## config.mk

```make
export PLATFORM = sky130hd
export DESIGN_NAME = lhc_ram
export DESIGN_NICKNAME = d
export VERILOG_FILES = /design/src/lhc_ram.sv
export SDC_FILE = /design/constraint.sdc
export NUM_CORES = 1
export LEC_CHECK = 0
export BUFFER_PORTS_ARGS = -buffer_cell sky130_fd_sc_hd__buf_2
export CAP_MARGIN = 5
export CORE_MARGIN = 2
export CORE_UTILIZATION = 55
export CTS_CLUSTER_DIAMETER = 60
export DETAILED_ROUTE_END_ITERATION = 8
export PLACE_DENSITY_LB_ADDON = 0.2
export SETUP_SLACK_MARGIN = 0.3
export SLEW_MARGIN = 20
export SYNTH_ARGS = -nofsm -noshare
export SYNTH_HDL_FRONTEND = slang
export SYNTH_SLANG_ARGS = --single-unit
```

## constraint.sdc

```tcl
create_clock -name clock -period 2.6 [get_ports clock]
set_input_delay 0.52 -clock clock [delete_from_list [all_inputs] [get_ports clock]]
set_output_delay 0.52 -clock clock [all_outputs]
set_load 0.01 [all_outputs]
```

## src/lhc_ram.sv

```systemverilog
// ----------------------------------------------------------------------------
// lhc_ram
// Generic single-clock RAM with one write port and one registered read port.
// ----------------------------------------------------------------------------
module lhc_ram #(
   parameter int WIDTH = 8,
   parameter int DEPTH = 16,
   localparam int AW = (DEPTH > 1) ? $clog2(DEPTH) : 1
) (
   input  logic             clock,
   input  logic             we,
   input  logic [AW-1:0]    waddr,
   input  logic [WIDTH-1:0] wdata,
   input  logic             re,
   input  logic [AW-1:0]    raddr,
   output logic [WIDTH-1:0] rdata
);

   logic [WIDTH-1:0] mem [DEPTH];
   logic [WIDTH-1:0] rdata_ff;

   always_ff @(posedge clock) begin
      if (we) begin
         mem[waddr] <= wdata;
      end
      if (re) begin
         rdata_ff <= mem[raddr];
      end
   end

   assign rdata = rdata_ff;

endmodule

```

======== Word-level counts from Yosys, hierarchy flattened ========
Memory sizes are Yosys's and may differ from the RTL's. A register that Yosys moved wholly into a read port is not among the register bits.
Index checks and enable logic that the tools add are counted.
storage, ports and cells
  register bits after elaboration ......... 0
  RAM bits ................................ 128
  input port bits ......................... 19
  output and inout bits ................... 8
  logic and storage cells ................. 3
  memories kept ........................... 1
cells by class
  mux-type cells .......................... 2
memory list
  memory  depth  width  read ports  clocked after Yosys merged registers in  write ports  line  RTL
  mem     16     8      1           1                                        1            19    logic [WIDTH-1:0] mem [DEPTH];
operators with widths
  operator  number
  $mux W1   2

======== Logic depth before layout (Yosys ltp) ========
  depth in word-level cells ............... 2
  gate-level depth with buffers ........... 5
  depth with buffers taken out ............ 3

======== Least setup slack after synthesis ========
Ideal clock, no wire load.
  path kind ............................... input -> register
  from .................................... input port waddr[2]
  to ...................................... memory mem[0][0] (enable)
  library setup time ...................... 0.383 ns
  data arrival time ....................... 1.630 ns
  data required time ...................... 2.217 ns
  slack ................................... 0.587 ns
  stages .................................. 2
  buffers on the path ..................... 0
  cells stage by stage .................... or3b_2 nor3_1
RTL lines
  item             line  RTL
  start, declared  12    input logic [AW-1:0] waddr,
  end, declared    19
Straight into the memory's write port.

======== Worst setup path after layout ========
  from .................................... register rdata_ff[2] (netlist: rdata[2]), read port of mem
  to ...................................... output port rdata[2]
RTL lines
  item             line  RTL
  start, declared  20    logic [WIDTH-1:0] rdata_ff;
  end, declared    16    output logic [WIDTH-1:0] rdata
No word-level cell between the ends.

==> results_dict.tcl <==
set metrics [dict create \
    run_status "finished, final reports clean" \
    cpLargestDelayFamily "flip-flops" \
    via_per_inst 5.77 \
    critPathKind "reg2out" \
    ctsResizeCount 0 \
    die-area_um2 10300 \
    dr.pass1.iters 4 \
    ant_nets 0 \
    timing.final.crit_period_ns 1.64 \
    clock_sinks 136 \
    vias 2446 \
    cap_violations 0 \
    syn_inst 229 \
    syn-num-nets 248 \
    crit_path_max_incr_delay_ns 0.44 \
    totalWireLength_um 9970 \
    fin_tns_setup_ns 0 \
    grt_overflow 0 \
    max-slew-margin-rel 0.573 \
    layout_commonest_cell "edfxtp_1" \
    clockRootBuffer "clkbuf_8" \
    worst-path-buf-inv 1 \
    grt_max_degree 33 \
    grt_antenna_before_repair 0 \
    die_x_um 101 \
    synth_cell_types 18 \
    fin_crit_sh 0.633 \
    ys_seq_area_frac 0.781 \
    fin_area_um2 6180 \
    htreeDepth 4 \
    n_antenna_cell 0 \
    fillers 606 \
    post-cts-setup-buffers 0 \
    ctsHoldBuffers 0 \
    cp_slowest_cell "edfxtp_1" \
    synthToLayoutAreaGrowth_pct 18.2 \
    ir_worst_vdd_mv 0.525 \
    finalNetCount 302 \
    required_ns 2.08 \
    r2r_setup_slack_ns 1.10 \
    syn_area_um2 5230 \
    path_depth 1 \
    drive_above_1_share 0.298 \
    drc_errors 0 \
    yosysWarningCount 0 \
    skew_ns 0.00501 \
    grt_use_total 0.215 \
    slew_violations 0 \
    path_max_fanout 1 \
    grt_pass1_wl_um 14900 \
    first_iter_violations 181 \
    hp-start "wdata[7]" \
    leakage_uw 0.00209 \
    cts_tree "done" \
    max_freq_ghz 0.608 \
    clk-insertion-delay-late_ns 0.51 \
    critPathArrivalTime_ns 1.12 \
    clk_transition_reported_paths_ns 0.06 \
    layout_common_cells "136 x edfxtp_1, 26 x buf_2, 18 x mux4_2" \
    rows 35 \
    tightest_slew_ns 0.638 \
    post_dp_cell_area_um2 5600 \
    routabilityCongestion 0.776 \
    portBuffers 26 \
    dp.final_hpwl_um 6200 \
    timing.rr.end "rdata[5]$_DFFE_PP_" \
    rsz0062_at_grt "no" \
    crit_path_end_kind "output port" \
    r2r_cells 3 \
    hold_violations 0 \
    powerDensity_nw_per_um2 818 \
    io_pins 27 \
    cts_made_buffers 17 \
    path_cells "buf_2" \
    coreArea_um2 9240 \
    reg2reg_from "mem[1][5]$_DFFE_PP_" \
    die_y_um 101 \
    yosys_register_bits 136 \
    setup-violations-final 0 \
    cts_buffer_depth 2 \
    wl_per_cell_um 23.5 \
    syn_area_per_cell_um2 22.8 \
    whs_path_depth 1 \
    initial_core_util 0.566 \
    hold_path.class "in2reg" \
    start_kind "register" \
    whs_endpoint "mem[6][7]$_DFFE_PP_" \
    grt_pass1_vias 2497 \
]
==> registers in the layout, indices dropped and copies added (netlist names) <==
signal	cells
mem	128
rdata	8
==> routing by layer <==
metal | part of all wire | global-route usage | up-vias
met5 | 0 | 0 | -
met1 | 0.44 | 0.302 | 1252
li1 | - | - | 1092
met4 | 0.020 | 0.0977 | 0
met2 | 0.49 | 0.323 | 84
met3 | 0.054 | 0.0573 | 18
==> stage by stage <==
step | instances | power [uW] | utilization | setup slack, ns | hold slack, ns
floorplan | 229 | 2660 | - | 0.587 | 0.619
global placement | 393 | 2750 | 0.606 | 0.463 | 0.728
detailed placement | 393 | 2760 | 0.606 | 0.470 | 0.739
CTS | 424 | 5080 | 0.669 | 0.928 | 0.369
global route | 424 | 5200 | 0.669 | 0.930 | 0.382
finish | 424 | 5050 | 0.669 | 0.955 | 0.388
==> kinds of logic after synthesis <==
group                  after synthesis  share of synthesized area
and+or+nand+nor                     35                     0.0314
DFF                                136                      0.781
buffers and inverters               10                     0.0165
AOI/OAI and AO/OA                   16                     0.0230
muxes                               32                      0.148
==> worst max-delay path by stage <==
stage,from,endpoint
3_3_place_gp,raddr[0],rdata[2]$_DFFE_PP_
3_5_place_dp,raddr[0],rdata[2]$_DFFE_PP_
2_1_floorplan,waddr[2],mem[0][0]$_DFFE_PP_
5_1_grt,rdata[2]$_DFFE_PP_,rdata[2]
6_report,rdata[2]$_DFFE_PP_,rdata[2]
4_1_cts,rdata[2]$_DFFE_PP_,rdata[2]
==> power by group <==
part	switching (uW)	internal, uW
clock network	806	1530
registers	14.2	2470
logic	132	96.2
==> cells in the mapped netlist <==
cell type        instances  area (um^2)
edfxtp_1               136         4080
mux4_2                  18          405
a22oi_1                 16          120
mux4_1                  14          368
nor2_1                  13         48.8
nand2_1                  9         33.8
nor3_1                   4         20.0
buf_2                    3         15.0
buf_6                    3         33.8
clkdlybuf4s25_2          3         30.0
nand2b_1                 2         12.5
nand3b_1                 2         15.0
and2_1                   1         6.26
and2b_1                  1         7.51
buf_4                    1         7.51
nand3_1                  1         5.00
nor2b_1                  1         6.26
or3b_2                   1         8.76
==> cell type report <==
type | count | area (um^2) | area share
multi-input combinational | 83 | 1060 | 0.171
tap | 129 | 161 | 0.0261
clock buffer | 20 | 425 | 0.0688
timing repair buffer | 45 | 298 | 0.0482
clock inverter | 11 | 155 | 0.0251
sequential | 136 | 4080 | 0.661
(Power assumes the default switching activity.)
