## src/lhc_pkg.sv

```systemverilog
// ----------------------------------------------------------------------------
// lhc_pkg
// Shared types and constants of the leftist heap collection.
// ----------------------------------------------------------------------------
package lhc_pkg;

   localparam int KEY_W  = 32;
   localparam int RANK_W = 4;
   localparam int CMD_W  = 2;

   localparam logic [RANK_W-1:0] RANK_MAX = 4'd15;
   localparam logic [RANK_W-1:0] RANK_ONE = 4'd1;

   typedef enum logic [CMD_W-1:0] {
      CMD_INSERT = 2'd0,
      CMD_MELD   = 2'd1,
      CMD_DELMIN = 2'd2,
      CMD_UNUSED = 2'd3
   } cmd_type;

   typedef enum logic [4:0] {
      ST_CLEAR,
      ST_IDLE,
      ST_START,
      ST_CHECK,
      ST_WALK,
      ST_WALK_A,
      ST_WALK_B,
      ST_TAIL,
      ST_POP,
      ST_POP_X,
      ST_POP_L,
      ST_POP_W,
      ST_FIN_WR,
      ST_DEL_WR,
      ST_DONE
   } state_type;

   typedef struct packed {
      logic done;
      logic status;
   } ctrl_stat_type;

endpackage

```

## src/lhc_ctrl.sv

```systemverilog
// ----------------------------------------------------------------------------
// lhc_ctrl
// Command sequencer: walks the right spines, unwinds them through the spine
// stack and rewrites node records in the node memory.
// ----------------------------------------------------------------------------
module lhc_ctrl #(
   parameter int MAX_ITEMS   = 1024,
   parameter int SPINE_DEPTH = 24,
   localparam int IDX_W = $clog2(MAX_ITEMS + 1),
   localparam int SP_W  = $clog2(SPINE_DEPTH),
   localparam int REC_W = lhc_pkg::KEY_W + 2 * IDX_W + lhc_pkg::RANK_W
) (
   input  logic                       clock,
   input  logic                       reset,
   input  logic                       start,
   output logic                       idle,
   input  lhc_pkg::cmd_type           cmd,
   input  logic [IDX_W-1:0]           first_index,
   input  logic [IDX_W-1:0]           second_index,
   input  logic [lhc_pkg::KEY_W-1:0]  item_key,
   input  logic                       rsp_free,
   output lhc_pkg::ctrl_stat_type     stat,
   output logic [IDX_W-1:0]           result_root,
   output logic [IDX_W-1:0]           removed_item,
   output logic                       node_we,
   output logic [IDX_W-1:0]           node_waddr,
   output logic [REC_W-1:0]           node_wdata,
   output logic                       node_re,
   output logic [IDX_W-1:0]           node_raddr,
   input  logic [REC_W-1:0]           node_rdata,
   output logic                       stk_we,
   output logic [SP_W-1:0]            stk_addr_w,
   output logic [IDX_W-1:0]           stk_wdata,
   output logic                       stk_re,
   output logic [SP_W-1:0]            stk_addr_r,
   input  logic [IDX_W-1:0]           stk_rdata
);

   localparam int KW = lhc_pkg::KEY_W;
   localparam int RW = lhc_pkg::RANK_W;
   localparam int DEP_W = $clog2(SPINE_DEPTH + 1);
   localparam logic [IDX_W-1:0] MAX_IDX = IDX_W'(MAX_ITEMS);
   localparam logic [DEP_W-1:0] DEP_MAX = DEP_W'(SPINE_DEPTH);

   lhc_pkg::state_type state_ff, state_in;
   lhc_pkg::cmd_type   cmd_ff, cmd_in;
   logic [IDX_W-1:0] f_ff, f_in, s_ff, s_in;
   logic [KW-1:0]    key_ff, key_in, ks_ff, ks_in, ka_ff, ka_in;
   logic [IDX_W-1:0] a_ff, a_in, b_ff, b_in, ra_ff, ra_in;
   logic [IDX_W-1:0] tail_ff, tail_in, x_ff, x_in, xl_ff, xl_in;
   logic [KW-1:0]    xk_ff, xk_in;
   logic [RW-1:0]    trank_ff, trank_in;
   logic [DEP_W-1:0] depth_ff, depth_in;
   logic             err_ff, err_in;
   logic [IDX_W-1:0] rd_idx_ff, rd_idx_in;
   logic [IDX_W-1:0] clr_ff, clr_in;

   logic [KW-1:0]    rd_key_raw, rd_key;
   logic [IDX_W-1:0] rd_left, rd_right;
   logic [RW-1:0]    rd_rank, new_rank, rank_src;
   logic             greater, spine_end, swap;

   assign {rd_key_raw, rd_left, rd_right, rd_rank} = node_rdata;
   assign rd_key = (cmd_ff == lhc_pkg::CMD_INSERT && rd_idx_ff == f_ff) ? key_ff : rd_key_raw;
   assign greater = $signed(ka_ff) > $signed(rd_key);
   assign spine_end = (a_ff == '0) || (b_ff == '0) || (a_ff == b_ff);
   assign swap = rd_rank < trank_ff;
   assign rank_src = swap ? rd_rank : trank_ff;
   assign new_rank = (rank_src == lhc_pkg::RANK_MAX) ? lhc_pkg::RANK_MAX : rank_src + RW'(1);

   // Next state.
   always_comb begin
      state_in = state_ff;
      case (state_ff)
         lhc_pkg::ST_CLEAR: begin
            if (clr_ff == MAX_IDX) state_in = lhc_pkg::ST_IDLE;
         end
         lhc_pkg::ST_IDLE: begin
            if (start) state_in = lhc_pkg::ST_START;
         end
         lhc_pkg::ST_START: begin
            case (cmd_ff)
               lhc_pkg::CMD_INSERT: begin
                  state_in = (f_ff > MAX_IDX || s_ff > MAX_IDX) ?
                             lhc_pkg::ST_DONE : lhc_pkg::ST_CHECK;
               end
               lhc_pkg::CMD_MELD: begin
                  state_in = (f_ff > MAX_IDX || s_ff > MAX_IDX) ?
                             lhc_pkg::ST_DONE : lhc_pkg::ST_WALK;
               end
               lhc_pkg::CMD_DELMIN: begin
                  state_in = (s_ff > MAX_IDX || s_ff == '0) ?
                             lhc_pkg::ST_DONE : lhc_pkg::ST_CHECK;
               end
               default: state_in = lhc_pkg::ST_DONE;
            endcase
         end
         lhc_pkg::ST_CHECK: begin
            if (cmd_ff == lhc_pkg::CMD_INSERT &&
                (rd_left != '0 || rd_right != '0 || rd_rank != lhc_pkg::RANK_ONE)) begin
               state_in = lhc_pkg::ST_DONE;
            end else begin
               state_in = lhc_pkg::ST_WALK;
            end
         end
         lhc_pkg::ST_WALK: state_in = spine_end ? lhc_pkg::ST_TAIL : lhc_pkg::ST_WALK_A;
         lhc_pkg::ST_WALK_A: state_in = lhc_pkg::ST_WALK_B;
         lhc_pkg::ST_WALK_B: begin
            state_in = (depth_ff == DEP_MAX) ? lhc_pkg::ST_DONE : lhc_pkg::ST_WALK;
         end
         lhc_pkg::ST_TAIL: state_in = lhc_pkg::ST_POP;
         lhc_pkg::ST_POP: begin
            if (depth_ff != '0) begin
               state_in = lhc_pkg::ST_POP_X;
            end else begin
               case (cmd_ff)
                  lhc_pkg::CMD_INSERT: state_in = lhc_pkg::ST_FIN_WR;
                  lhc_pkg::CMD_DELMIN: state_in = lhc_pkg::ST_DEL_WR;
                  default:             state_in = lhc_pkg::ST_DONE;
               endcase
            end
         end
         lhc_pkg::ST_POP_X: state_in = lhc_pkg::ST_POP_L;
         lhc_pkg::ST_POP_L: state_in = lhc_pkg::ST_POP_W;
         lhc_pkg::ST_POP_W: state_in = lhc_pkg::ST_POP;
         lhc_pkg::ST_FIN_WR: state_in = lhc_pkg::ST_DONE;
         lhc_pkg::ST_DEL_WR: state_in = lhc_pkg::ST_DONE;
         lhc_pkg::ST_DONE: begin
            if (rsp_free) state_in = lhc_pkg::ST_IDLE;
         end
         default: state_in = lhc_pkg::ST_IDLE;
      endcase
   end

   // Datapath, memory ports and outputs.
   always_comb begin
      cmd_in = cmd_ff;
      f_in = f_ff;
      s_in = s_ff;
      key_in = key_ff;
      ks_in = ks_ff;
      ka_in = ka_ff;
      a_in = a_ff;
      b_in = b_ff;
      ra_in = ra_ff;
      tail_in = tail_ff;
      x_in = x_ff;
      xl_in = xl_ff;
      xk_in = xk_ff;
      trank_in = trank_ff;
      depth_in = depth_ff;
      err_in = err_ff;
      rd_idx_in = rd_idx_ff;
      clr_in = clr_ff;
      node_we = 1'b0;
      node_waddr = clr_ff;
      node_wdata = {KW'(0), IDX_W'(0), IDX_W'(0),
                    (clr_ff == '0) ? RW'(0) : lhc_pkg::RANK_ONE};
      node_re = 1'b0;
      node_raddr = a_ff;
      stk_we = 1'b0;
      stk_addr_w = depth_ff[SP_W-1:0];
      stk_wdata = a_ff;
      stk_re = 1'b0;
      stk_addr_r = SP_W'(depth_ff - DEP_W'(1));
      idle = 1'b0;
      stat.done = 1'b0;
      stat.status = err_ff;
      case (state_ff)
         lhc_pkg::ST_CLEAR: begin
            node_we = 1'b1;
            clr_in = clr_ff + IDX_W'(1);
         end
         lhc_pkg::ST_IDLE: begin
            idle = 1'b1;
            cmd_in = cmd;
            f_in = first_index;
            s_in = second_index;
            key_in = item_key;
            depth_in = '0;
            err_in = 1'b0;
            tail_in = '0;
         end
         lhc_pkg::ST_START: begin
            a_in = f_ff;
            b_in = s_ff;
            case (cmd_ff)
               lhc_pkg::CMD_INSERT: begin
                  err_in = f_ff > MAX_IDX || s_ff > MAX_IDX;
                  node_re = 1'b1;
                  node_raddr = f_ff;
               end
               lhc_pkg::CMD_MELD: begin
                  err_in = f_ff > MAX_IDX || s_ff > MAX_IDX;
               end
               lhc_pkg::CMD_DELMIN: begin
                  err_in = s_ff > MAX_IDX;
                  node_re = 1'b1;
                  node_raddr = s_ff;
               end
               default: err_in = 1'b1;
            endcase
            rd_idx_in = node_raddr;
         end
         lhc_pkg::ST_CHECK: begin
            ks_in = rd_key_raw;
            if (cmd_ff == lhc_pkg::CMD_INSERT) begin
               err_in = rd_left != '0 || rd_right != '0 || rd_rank != lhc_pkg::RANK_ONE;
            end else begin
               a_in = rd_left;
               b_in = rd_right;
            end
         end
         lhc_pkg::ST_WALK: begin
            node_re = 1'b1;
            if (spine_end) begin
               node_raddr = (a_ff != '0) ? a_ff : b_ff;
               tail_in = node_raddr;
            end else begin
               node_raddr = a_ff;
            end
            rd_idx_in = node_raddr;
         end
         lhc_pkg::ST_WALK_A: begin
            ka_in = rd_key;
            ra_in = rd_right;
            node_re = 1'b1;
            node_raddr = b_ff;
            rd_idx_in = b_ff;
         end
         lhc_pkg::ST_WALK_B: begin
            if (depth_ff == DEP_MAX) begin
               err_in = 1'b1;
            end else begin
               stk_we = 1'b1;
               stk_wdata = greater ? b_ff : a_ff;
               depth_in = depth_ff + DEP_W'(1);
               if (greater) begin
                  a_in = rd_right;
                  b_in = a_ff;
               end else begin
                  a_in = ra_ff;
               end
            end
         end
         lhc_pkg::ST_TAIL: trank_in = rd_rank;
         lhc_pkg::ST_POP: begin
            if (depth_ff != '0) begin
               stk_re = 1'b1;
               depth_in = depth_ff - DEP_W'(1);
            end else if (cmd_ff == lhc_pkg::CMD_INSERT) begin
               node_re = 1'b1;
               node_raddr = f_ff;
               rd_idx_in = f_ff;
            end
         end
         lhc_pkg::ST_POP_X: begin
            x_in = stk_rdata;
            node_re = 1'b1;
            node_raddr = stk_rdata;
            rd_idx_in = stk_rdata;
         end
         lhc_pkg::ST_POP_L: begin
            xk_in = rd_key;
            xl_in = rd_left;
            node_re = 1'b1;
            node_raddr = rd_left;
            rd_idx_in = rd_left;
         end
         lhc_pkg::ST_POP_W: begin
            node_we = 1'b1;
            node_waddr = x_ff;
            node_wdata = swap ? {xk_ff, tail_ff, xl_ff, new_rank}
                              : {xk_ff, xl_ff, tail_ff, new_rank};
            tail_in = x_ff;
            trank_in = new_rank;
         end
         lhc_pkg::ST_FIN_WR: begin
            node_we = 1'b1;
            node_waddr = f_ff;
            node_wdata = {key_ff, rd_left, rd_right, rd_rank};
         end
         lhc_pkg::ST_DEL_WR: begin
            node_we = 1'b1;
            node_waddr = s_ff;
            node_wdata = {ks_ff, IDX_W'(0), IDX_W'(0), lhc_pkg::RANK_ONE};
         end
         lhc_pkg::ST_DONE: stat.done = rsp_free;
         default: ;
      endcase
   end

   assign result_root = err_ff ? '0 : tail_ff;
   assign removed_item = (!err_ff && cmd_ff == lhc_pkg::CMD_DELMIN) ? s_ff : '0;

   always_ff @(posedge clock) begin
      if (reset) begin
         state_ff <= lhc_pkg::ST_CLEAR;
         clr_ff <= '0;
         depth_ff <= '0;
         err_ff <= 1'b0;
      end else begin
         state_ff <= state_in;
         clr_ff <= clr_in;
         depth_ff <= depth_in;
         err_ff <= err_in;
      end
   end

   always_ff @(posedge clock) begin
      cmd_ff <= cmd_in;
      f_ff <= f_in;
      s_ff <= s_in;
      key_ff <= key_in;
      ks_ff <= ks_in;
      ka_ff <= ka_in;
      a_ff <= a_in;
      b_ff <= b_in;
      ra_ff <= ra_in;
      tail_ff <= tail_in;
      x_ff <= x_in;
      xl_ff <= xl_in;
      xk_ff <= xk_in;
      trank_ff <= trank_in;
      rd_idx_ff <= rd_idx_in;
   end

   a_entry_zero: assert property (@(posedge clock) disable iff (reset)
      node_we && state_ff != lhc_pkg::ST_CLEAR |-> node_waddr != '0)
      else $error("node entry zero written outside the clearing pass");

   a_depth: assert property (@(posedge clock) disable iff (reset)
      depth_ff <= DEP_MAX)
      else $error("spine stack depth out of range");

   a_done_free: assert property (@(posedge clock) disable iff (reset)
      stat.done |-> rsp_free && state_in == lhc_pkg::ST_IDLE)
      else $error("result issued while the output register is busy");

   a_err_quiet: assert property (@(posedge clock) disable iff (reset)
      err_ff && state_ff == lhc_pkg::ST_DONE |-> !node_we)
      else $error("node memory written after an error");

endmodule

```

## config.mk

```make
export PLATFORM = sky130hd
export DESIGN_NAME = lhc_ctrl
export DESIGN_NICKNAME = d
export VERILOG_FILES = /design/src/lhc_pkg.sv /design/src/lhc_ctrl.sv
export SDC_FILE = /design/constraint.sdc
export NUM_CORES = 1
export LEC_CHECK = 0
export BUFFER_PORTS_ARGS = -buffer_cell sky130_fd_sc_hd__buf_2
export CAP_MARGIN = 40
export CORE_MARGIN = 3
export CORE_UTILIZATION = 50
export CTS_BUF_LIST = sky130_fd_sc_hd__clkbuf_8
export CTS_CLUSTER_DIAMETER = 100
export DETAILED_ROUTE_END_ITERATION = 12
export PLACE_DENSITY = 0.73
export SLEW_MARGIN = 25
export SYNTH_ARGS = -nofsm -noshare
export SYNTH_HDL_FRONTEND = slang
export SYNTH_SLANG_ARGS = --single-unit
```

## constraint.sdc

```tcl
create_clock -name clock -period 6 [get_ports clock]
set_clock_uncertainty 0.05 [all_clocks]
set_input_delay 0.9 -clock clock [delete_from_list [all_inputs] [get_ports clock]]
set_output_delay 0.9 -clock clock [all_outputs]
set_load 0.02 [all_outputs]
```

Word-level counts from Yosys, hierarchy flattened:

Index checks and enable logic that the tools add are counted.

* flip-flop bits (word level): 255
* bits in latches: 0
* bits in writable memories: 0
* memory bits (read-only): 0
* input bits: 129
* output and inout port bits: 130
* logic and storage cells: 163
* memories: 0

* $add $sub $neg: 4
* $mul: 0
* div/mod/pow operators: 0
* magnitude comparators: 4
* equal/unequal tests: 34
* shift operators: 0
* multiplexer cells: 63
* bitwise logic cells: 0
* reductions and logical operators: 39

Operators with widths (count)
* $mux 11: 18
* $pmux 58 s3: 1
* $pmux 11 s3: 4
* $pmux 11 s6: 2
* $pmux 5 s13: 1
* $logic_not 11->1: 4
* $eq 5x4->1 const B: 7
* $reduce_bool 11->1: 3
* $gt 32x32->1: 1
* $mux 32: 1
* $mux 4: 7
* $mux 26: 1
* $mux 5: 5
* $ne 2x2->1 const B: 12
* $eq 11x11->1: 2
* $gt 11x11->1 const B: 2
* $pmux 11 s2: 1
* $eq 5x3->1 const B: 4
* $pmux 5 s3: 1
* $reduce_and 3->1: 5
* $mux 1: 13
* $pmux 4 s3: 1
* $add 11x1->11 const B: 1
* $eq 11x11->1 const B: 1
* other kinds (32): 46

Depth between registers and ports, before layout:

* depth in word-level cells: 7
* mapped depth: 16
* mapped depth without buffers: 13

Worst setup path before layout:

OpenSTA, ideal clock, no wires.

* path kind: register to output
* from: register state_ff[2]
* to: output idle
* data arrival time: 5011 ps
* data required time: 5050 ps
* path slack: 39 ps
* stages on the path, launching flop included: 4
* path buffers: 2
* cells stage by stage: dfxtp_1 clkbuf_1 buf_1 nor3_1

* cells in the longest elaborated chain, start to end: 2

Ends and longest elaborated chain
* from (decl): RTL line lhc_ctrl.sv:45 `lhc_pkg::state_type state_ff, state_in;`
* from (signal assigned): RTL line lhc_ctrl.sv:298 `state_ff <= lhc_pkg::ST_CLEAR;`
* from (signal assigned): RTL line lhc_ctrl.sv:303 `state_ff <= state_in;`
* $eq 5x1->1: RTL line lhc_ctrl.sv:169 `case (state_ff)`
* $mux 1: RTL line lhc_ctrl.sv:169
* to (decl): RTL line lhc_ctrl.sv:16 `output logic idle,`

Every way passes these cells.

Worst setup path in the final report:

* from: register f_ff[6]
* to: output stk_wdata[0]

* cells in the longest elaborated chain, start to end: 7

Ends and longest elaborated chain
* from (decl): RTL line lhc_ctrl.sv:47 `logic [IDX_W-1:0] f_ff, f_in, s_ff, s_in;`
* from (signal assigned): RTL line lhc_ctrl.sv:312 `f_ff <= f_in;`
* $eq 11x11->1: RTL line lhc_ctrl.sv:64 `assign rd_key = (cmd_ff == lhc_pkg::CMD_INSERT && rd_idx_ff == f_ff) ? key_ff : rd_key_raw;`
* $logic_and 1x1->1: RTL line lhc_ctrl.sv:64
* $mux 32: RTL line lhc_ctrl.sv:64
* via rd_key[31]: RTL line lhc_ctrl.sv:58 `logic [KW-1:0] rd_key_raw, rd_key;`
* $gt 32x32->1: RTL line lhc_ctrl.sv:65 `assign greater = $signed(ka_ff) > $signed(rd_key);`
* $mux 11: RTL line lhc_ctrl.sv:236 `stk_wdata = greater ? b_ff : a_ff;`
* $mux 11: RTL line lhc_ctrl.sv:232 `if (depth_ff == DEP_MAX) begin`
* $mux 11: RTL line lhc_ctrl.sv:169
* to (decl): RTL line lhc_ctrl.sv:33 `output logic [IDX_W-1:0] stk_wdata,`

The timed path passes the listed nets, and every way through them passes these cells.

==> reports/metrics.yaml <==
global_routing:
  overflow: 0
  first_global_vias: 11130
  grt_use_total_pct: 29.39
  antenna_found_initial: 1
  grt_pass1_wl_microns: 65860
  grt_max_degree: 59
final_layout:
  ff_latch_area_sq_um: 7417
  fin_cells: 1865
  syn2layout_area_growth_pct: 19.71
  layout_common_cells: "buf_2 (259), edfxtp_1 (233), nand2_1 (181)"
  fin_nets: 1672
  layout_commonest_cell: "buf_2"
  fillCellCount: 2162
  multi_input_area_sq_um: 5715
  drive_gt1_share_pct: 26.23
synthesis:
  synth_top_area_share_pct: 51.69
  synth_area_sq_um: 13540
  yosys.cell_types.count: 63
  syn_avg_cell_area_sq_um: 10.90
  synth_largest_area_cell: "edfxtp_1"
  ys.flop_type: "edfxtp_1"
  synth_cells: 1242
  ys.warnings.count: 0
  ys_seq_area_share_pct: 54.80
  async_reset_ff_share_pct: 0
  ys_seq_elements: 254
  synth_edf_count: 233
  synthTopCellsByArea: "edfxtp_1 (52%), nand2_1 (5.0%), mux2i_1 (4.7%), ha_1 (3.9%), a22oi_1 (3.7%)"
  syn_nets: 1413
clock_tree:
  clockBufferDepth: 3
  cts.sinks: 254
  clock_latency_ps: 560
  path_clk_slew_ps: 60
  htreeDepth: 2
  cts_tree: "yes"
  cts_buffers: 43
  cts-root-buf: "clkbuf_8"
placed_design:
  pre_cts_slack_ps: 45.54
  routabilityCongestion: 0.9955
  portBuffers: 258
  dp.cells: 1772
  place_hpwl_microns: 31720
routing:
  drtIter0Drc: 1752
  drc: 0
  via_per_inst: 6.217
  ant_nets: 0
  drt-total-wl_microns: 44380
  wire_per_inst_microns: 23.80
  drtPass1Iterations: 8
  num_vias: 11590
run_status:
  status: "finished clean"
setup_path:
  cpPeakStageDelay_ps: 420
  r2r_cells: 13
  cp.required_ps: 5050
  path_cells: "xnor2_1, nand4_1, nor3_4, clkbuf_16, mux2_2, inv_1, ha_2, nand4_1, nor4_4, nand3_1, or3_1, o311ai_2, buf_4, a21boi_4, buf_4, mux2_4, buf_2"
  r2r-start: "f_ff[6]"
  critPathBufInv: 5
  crit_arrival_ps: 4900
  critPathTopFamily: "simple AND/OR/NAND/NOR gates"
  r2r-end: "b_ff[8]"
  critPathLaunchType: "flip-flop"
  slowest_stage: "or3_1"
  endpoint_kind: "primary output"
  critical_path_class: "reg -> out"
  r2r_slack_ps: 1330
  worstPathMaxFanout: 16
timing:
  whs_ps: 452.0
  maxSlewHeadroom_pct: 43.77
  setup_viol: 0
  slew_viol_final: 0
  worstMarginPinSlew_ps: 843.4
  fin_tns_setup_ps: 0
  finalHoldViolations: 0
  finalCriticalPeriod_ps: 5849
  rsz0062_at_grt: "no"
  setup_slack_ps: 150.8
  max_freq_mhz: 171.0
  period_share_pct: 97.49
floorplanning:
  ios: 259
  die_x_microns: 170.5
  row_count: 59
  die-area_sq_um: 29080
  initial_core_util_pct: 51.36
  core_sq_um: 26350
  die_h_microns: 170.5
run:
  maxCapViolCount: 0
worst_hold_path:
  min_to: "key_ff[21]"
  hold_class: "in -> reg"
  holdPathStages: 1
  holdCritStartpoint: "item_key[21]"
pwr:
  cellPowerDensity_nw_per_um2: 352.0
  power.leakage_uw: 0.006645
  ir_drop_uv: 282.7
## worst register-to-register path: stages (launching register included)
cell       delay, ps
edfxtp_1         390
xnor2_1          290
nand4_1          210
nor3_4           270
clkbuf_16        240
mux2_2           390
inv_1             70
ha_2             230
nand4_1          220
nor4_4           380
nand3_1          170
a21oi_2          300
o311a_1          510
o31a_1           600
## what timing repair did
item	CTS	global route
hold endpoints to repair	0	0
resized for setup	3	6
buffers inserted	2	13
pin swaps	1	3
cloned	0	1
hold buffers	0	0
endpoints found under the setup margin	11	11
## registers in the layout, summed over array words and instances (netlist names), 32 cells and up
name	count
xk_ff	32
key_ff	32
ks_ff	32
ka_ff	32
## cell type report
type                       count  area share [%]
antenna                        1         0.01544
clock buffer                  43           3.653
clock inverter                30          0.8263
inverter                      49           1.135
multi-input combinational    849           35.27
sequential                   254           45.78
tap                          335           2.587
timing repair buffer         304           10.73
## routing by layer
metal	wire length (microns)	GRT usage (%)	up-vias	part of all wire [%]
met5	0	0	-	0
met4	2136	12.20	0	4.8
met3	5545	7.324	146	12
met2	19250	44.04	806	43
met1	17450	41.15	5447	39
li1	-	-	5195	-
## power by group
group / switching, uW / internal, uW
clock network: 696 / 668
registers: 263 / 2270
logic: 1160 / 642
total: 2120 / 3580
## worst max path at each step
stage,to,cells after the start,slack (ps),start
4_1_cts,stk_wdata[10],16,10,f_ff[8]
3_5_place_dp,stk_wdata[10],16,50,cmd_ff[0]
2_1_floorplan,idle,3,40,state_ff[2]
3_3_place_gp,stk_wdata[10],16,250,cmd_ff[1]
5_1_grt,stk_wdata[8],17,10,f_ff[5]
6_report,stk_wdata[0],17,150,f_ff[6]
## cell usage after synthesis (10+ instances only)
| cell type | count |
|---|---|
| nor2b_1 | 22 |
| o211ai_1 | 15 |
| mux2_2 | 10 |
| mux2i_1 | 63 |
| nor4_1 | 21 |
| o21ai_0 | 53 |
| a21o_1 | 12 |
| a222oi_1 | 11 |
| a31oi_1 | 15 |
| mux2_4 | 10 |
| ha_1 | 42 |
| clkbuf_1 | 73 |
| dfxtp_1 | 21 |
| nand2_1 | 181 |
| xor2_1 | 21 |
| nand3_1 | 30 |
| nor3_1 | 23 |
| xnor2_1 | 17 |
| nand4_1 | 24 |
| edfxtp_1 | 233 |
| a21oi_1 | 54 |
| a22oi_1 | 66 |
| inv_1 | 49 |
| and2_1 | 15 |
| nor2_1 | 65 |
## logic make-up (layout without fill, tap and decap cells)
group                    count (synthesis)  count (layout)  share of synthesized area, %
AO/OA/AOI/OAI                          278             278                         14.13
XOR/XNOR                                38              38                         2.459
adder cells (fa/ha/maj)                 42              42                         3.882
buffers and inverters                  139             426                         4.077
flip-flops                             254             254                         54.80
multiplexers                            83              83                         6.600
other                                    0               1                             0
AND/OR/NAND/NOR                        408             408                         14.05
## per-stage QoR
stage | utilization [%] | area, sq um | total power, uW
floorplan | - | 13540 | 3583
global placement | 57.48 | 15150 | 4219
detailed placement | 57.89 | 15260 | 4256
global route | 61.48 | 16200 | 5932
finish | 61.48 | 16200 | 5704
CTS | 60.75 | 16010 | 5608
No activity file was read; power rests on OpenSTA's default activity.
